===== src/bfiq_pkg.sv =====
// Package for the Bloom filter insert/query block: types, constants, hash helpers.
// Used by every module under src; depends on nothing.
`timescale 1ns / 1ps
package bfiq_pkg;

    localparam int MAX_FILTER_BYTES_C = 32768;
    localparam int MAX_KEY_BYTES_C    = 520;
    localparam int MAX_HASHES_C       = 50;

    localparam logic [31:0] SEED_STEP = 32'hFBA4C795;
    localparam logic [31:0] MM_C1     = 32'hcc9e2d51;
    localparam logic [31:0] MM_C2     = 32'h1b873593;
    localparam logic [31:0] MM_ADD    = 32'he6546b64;
    localparam logic [31:0] MM_F1     = 32'h85ebca6b;
    localparam logic [31:0] MM_F2     = 32'hc2b2ae35;

    localparam logic [1:0] FUNC_INSERT = 2'd0;
    localparam logic [1:0] FUNC_QUERY  = 2'd1;
    localparam logic [1:0] FUNC_CLEAR  = 2'd2;
    localparam logic [1:0] FUNC_SCAN   = 2'd3;

    localparam logic [1:0] REG_NUM_HASHES   = 2'd0;
    localparam logic [1:0] REG_HASH_TWEAK   = 2'd1;
    localparam logic [1:0] REG_FILTER_BYTES = 2'd2;

    typedef struct packed {
        logic [1:0] func;
        logic [7:0] key_byte;
        logic       key_last;
    } bfiq_in_t;

    typedef struct packed {
        logic found;
        logic filter_empty;
        logic filter_full;
        logic key_truncated;
    } bfiq_out_t;

    typedef struct packed {
        logic [1:0]  index;
        logic [31:0] data;
    } bfiq_cfg_t;

    typedef enum logic [4:0] {
        ST_IDLE,
        ST_CLEAR,
        ST_SCAN_RD,
        ST_SCAN,
        ST_H_INIT,
        ST_H_RD,
        ST_H_WAIT,
        ST_H_BLK1,
        ST_H_BLK2,
        ST_H_BLK3,
        ST_H_TAIL,
        ST_H_F1,
        ST_H_F2,
        ST_H_F3,
        ST_MOD,
        ST_PROBE_RD,
        ST_PROBE,
        ST_OUT
    } bfiq_state_t;

    function automatic logic [31:0] rotl(input logic [31:0] x, input int r);
        rotl = (x << r) | (x >> (32 - r));
    endfunction

endpackage


===== src/bfiq_keybuf.sv =====
// Key byte buffer: one synchronous memory, written per byte, read per byte.
// Depends on bfiq_pkg.
`timescale 1ns / 1ps
module bfiq_keybuf #(
    parameter int KEY_BYTES = bfiq_pkg::MAX_KEY_BYTES_C,
    parameter int AW = $clog2(KEY_BYTES) > 0 ? $clog2(KEY_BYTES) : 1
) (
    input  logic          clk,
    input  logic          wr_en,
    input  logic [AW-1:0] wr_addr,
    input  logic [7:0]    wr_data,
    input  logic [AW-1:0] rd_addr,
    output logic [7:0]    rd_data
);
    import bfiq_pkg::*;

    logic [7:0] mem [KEY_BYTES];

    always_ff @(posedge clk)
    begin
        if (wr_en)
        begin
            mem[wr_addr] <= wr_data;
        end
        rd_data <= mem[rd_addr];
    end
endmodule


===== config.mk =====
export PLATFORM = sky130hd
export DESIGN_NAME = bfiq_keybuf
export DESIGN_NICKNAME = d
export VERILOG_FILES = /design/src/bfiq_pkg.sv /design/src/bfiq_keybuf.sv
export SDC_FILE = /design/constraint.sdc
export NUM_CORES = 2
export LEC_CHECK = 0
export ABC_CLOCK_PERIOD_IN_PS = 5600
export BUFFER_PORTS_ARGS = -buffer_cell sky130_fd_sc_hd__buf_2
export CAP_MARGIN = 20
export CORE_ASPECT_RATIO = 0.7
export CORE_MARGIN = 3
export CORE_UTILIZATION = 25
export CTS_CLUSTER_DIAMETER = 150
export CTS_CLUSTER_SIZE = 24
export DETAILED_ROUTE_END_ITERATION = 16
export PLACE_DENSITY = 0.42
export SLEW_MARGIN = 0
export SYNTH_ARGS = -nofsm -noshare
export SYNTH_HDL_FRONTEND = slang
export SYNTH_MEMORY_MAX_BITS = 65536
export SYNTH_SLANG_ARGS = --single-unit

===== constraint.sdc =====
create_clock -name clk -period 5.6 [get_ports clk]
set_input_delay 1.12 -clock clk [delete_from_list [all_inputs] [get_ports clk]]
set_output_delay 1.12 -clock clk [all_outputs]
set_load 0.005 [all_outputs]

==> flow_metrics.tcl <==
set metrics [dict create \
    status "completed" \
    path_cells "buf_12 > buf_12 > buf_4 > mux4_2 > a22oi_1 > a21oi_1 > buf_4 > a31oi_1 > a2111oi_2 > buf_4 > nor4_1 > o211ai_1" \
    worstPathArrival_ns 5.43 \
    insertion_delay_ns 1.01 \
    dp.cells 16200 \
    min_from "wr_data[5]" \
    fmax_ghz 0.221 \
    post_drt_wl_per_cell_um 33.6 \
    syn_area_per_cell_sq_um 21.5 \
    placed_area_sq_um 176000 \
    path_delay_family "compound AO/OA/AOI/OAI gates" \
    grt_use_total 0.164 \
    p_int_mw 42.0 \
    whs_path_depth 1 \
    synth-edff-count 4160 \
    fin_crit_sh 0.810 \
    regToRegSetupSlack_ns 1.89 \
    final_common_cell "edfxtp_1" \
    async_flop_share 0 \
    root_buffer "clkbuf_16" \
    cts_made_buffers 196 \
    clkSinkCount 4168 \
    worstSetupPathDepth 12 \
    synth-seq-cells 4168 \
    chipWidth_um 969 \
    p_leak_nw 53.6 \
    yosysSeqAreaShare 0.770 \
    drt_wl_total_um 555000 \
    synthFlopType "edfxtp_1" \
    worst_path_max_delay_cell "a31oi_1" \
    htreeDepth 4 \
    critical_path.max_fanout 24 \
    p_comb_frac 0.069 \
    core_area_sq_um 647000 \
    ios 38 \
    slowest_delay_ns 0.71 \
    clock_path_buffers 4 \
    grt_pass1_wl_um 744000 \
    post-route-cell-area_sq_um 181000 \
    via_per_inst 4.92 \
    gp_congestion 0.836 \
    post_cts_resize_count 0 \
    yosysUniqueCellTypes 71 \
    period_minus_slack_ns 4.53 \
    synth_nets 7583 \
    hold_path.class "in -> reg" \
    p_per_area_nw_per_um2 301 \
    max_slew_margin 0.00385 \
    grt_pass1_vias 80300 \
    critical_path_class "in -> reg" \
    holdPathEnd "mem[280][5]$_DFFE_PP_" \
    layout-drive-gt1-share 0.243 \
    grt_max_degree 168 \
    switching_share 0.230 \
    finalNonFillerCells 16500 \
    worstReg2RegEnd "rd_data[3]$_DFF_P_" \
    hold_viol_final 0 \
    cp-start-kind "primary input" \
    dp_slack_ns 0.299 \
    end_kind "flip-flop" \
    postCtsSetupRepairBufs 0 \
    fin_skew_ns 0.0958 \
    max_cap_viol_count 0 \
    vdd_ir_drop_max_uv 231 \
    dp_hpwl_um 368000 \
    path_buf_inv 5 \
    area_growth_pct 11.7 \
    first_iter_violations 11900 \
    die_h_um 680 \
    grt-ovfl-total 0 \
    mostFrequentLayoutCells "edfxtp_1 (4160), mux4_2 (1039), nor2_1 (583)" \
    vias 81400 \
    worstMarginPinSlew_ns 1.49 \
    setup_tns_ns 0 \
    setup_viol 0 \
    final_nets 7897 \
    synth_area_sq_um 162000 \
    fillCellCount 63400 \
    cp_common_cell "buf_4" \
    clkTransAtPathRegs_ns 0.11 \
    p_sw_mw 12.6 \
    rows 247 \
    slew_viol_final 0 \
    drc 0 \
    cts_hold_buffers 0 \
    rsz0062_at_grt "false" \
    ff2ff_path_depth 9 \
    die-area_sq_um 659000 \
    required_ns 6.49 \
    drtAntennaViolNets 0 \
    ys_warn_count 0 \
    p_seq_frac 0.629 \
    drt-pass1-iter-count 6 \
    hold_ws_ns 0.600 \
    r2r-start "mem[71][3]$_DFFE_PP_" \
    clkPwrFrac 0.302 \
    synth_cells 7553 \
    finalWorstSetupSlack_ns 1.07 \
    cts_tree "yes" \
    io_buffers 37 \
    start_util 0.251 \
    antenna_found_initial 108 \
]
-- Yosys cell counts (6+ instances only) --
master	count	area share
buf_12	6	0.00074
o211ai_1	7	0.00032
nor4_1	14	0.00054
nor2b_1	27	0.0010
a221oi_1	19	0.0010
a211oi_1	36	0.0017
a2111oi_0	7	0.00038
clkbuf_1	164	0.0038
o22ai_1	58	0.0022
buf_8	9	0.00083
mux2i_1	211	0.013
mux2_2	17	0.0012
a21oi_1	74	0.0023
nand2b_1	11	0.00042
and3_1	18	0.00069
o21ai_0	35	0.0011
mux4_2	1039	0.14
a311oi_1	14	0.00076
edfxtp_1	4160	0.77
buf_2	102	0.0031
mux4_1	24	0.0039
nor3_1	27	0.00083
nor2_1	587	0.014
buf_1	46	0.0011
nand2_1	349	0.0081
o2111ai_1	8	0.00043
a32oi_1	9	0.00049
a22oi_1	44	0.0020
buf_6	74	0.0051
o221ai_1	41	0.0022
and2_1	12	0.00046
nand3_1	103	0.0032
buf_4	66	0.0031
a22o_1	10	0.00054
a31oi_1	24	0.00092
dfxtp_1	8	0.00099
nand4_1	14	0.00054
-- sequential cells by signal, indices dropped and copies added (netlist names) --
signal   cells
mem       4160
rd_data      8
-- metal layers --
| metal | share of wire | up-vias | track usage |
|---|---|---|---|
| li1 | - | 31800 | - |
| met1 | 0.46 | 45400 | 0.251 |
| met2 | 0.42 | 3729 | 0.233 |
| met3 | 0.10 | 459 | 0.0462 |
| met4 | 0.018 | 4 | 0.0271 |
| met5 | 0.000041 | - | 0 |
-- power groups by stage --
stage | Combinational, mW | Clock [mW] | Sequential, mW
2_1_floorplan | 1.68 | 0 | 35.0
3_3_place_gp | 3.73 | 0 | 35.0
3_5_place_dp | 3.77 | 0 | 35.0
4_1_cts | 3.78 | 16.9 | 34.3
5_1_grt | 3.93 | 18.0 | 34.3
6_report | 3.76 | 16.5 | 34.3
-- worst reg2reg max path, delay by kind of cell (launching register included) --
kind | cells | cell delay, ns
buffers and inverters | 2 | 0.51
AO/OA/AOI/OAI | 5 | 1.92
AND/OR/NAND/NOR | 1 | 0.29
flip-flops | 1 | 0.37
multiplexers | 1 | 0.55
-- how the worst max path moves through the flow --
stage	to	start
6_report	rd_data[3]$_DFF_P_	rd_addr[0]
5_1_grt	rd_data[3]$_DFF_P_	rd_addr[0]
4_1_cts	rd_data[0]$_DFF_P_	rd_addr[0]
3_5_place_dp	rd_data[0]$_DFF_P_	rd_addr[0]
3_3_place_gp	rd_data[6]$_DFF_P_	rd_addr[1]
2_1_floorplan	rd_data[0]$_DFF_P_	rd_addr[0]
-- metrics by stage --
stage	utilization	power (mW)
2_1_floorplan	-	36.7
3_3_place_gp	0.272	38.8
3_5_place_dp	0.272	38.8
4_1_cts	0.280	55.0
5_1_grt	0.280	56.2
6_report	0.280	54.6
-- kinds of logic (layout without fill, tap and decap cells) --
kind of cell    count (synthesis)  after routing  share of synthesized area
compound gates                432            432                     0.0189
buf+inv                       478            824                     0.0183
flops                        4168           4168                      0.770
mux                          1291           1291                      0.162
other cells                     0             41                          0
simple gates                 1184           1184                     0.0303
-- layout make-up --
| class | count | area, sq um | area share |
|---|---|---|---|
| clock buffer | 221 | 5080 | 0.0280 |
| antenna | 41 | 103 | 0.000566 |
| sequential | 4168 | 125000 | 0.690 |
| multi-input combinational | 2907 | 34600 | 0.191 |
| timing repair buffer | 589 | 5510 | 0.0304 |
| tap | 8590 | 10700 | 0.0593 |
| inverter | 5 | 41.3 | 0.000228 |
| clock inverter | 9 | 160 | 0.000883 |
No activity file was read; power rests on OpenSTA's default activity.
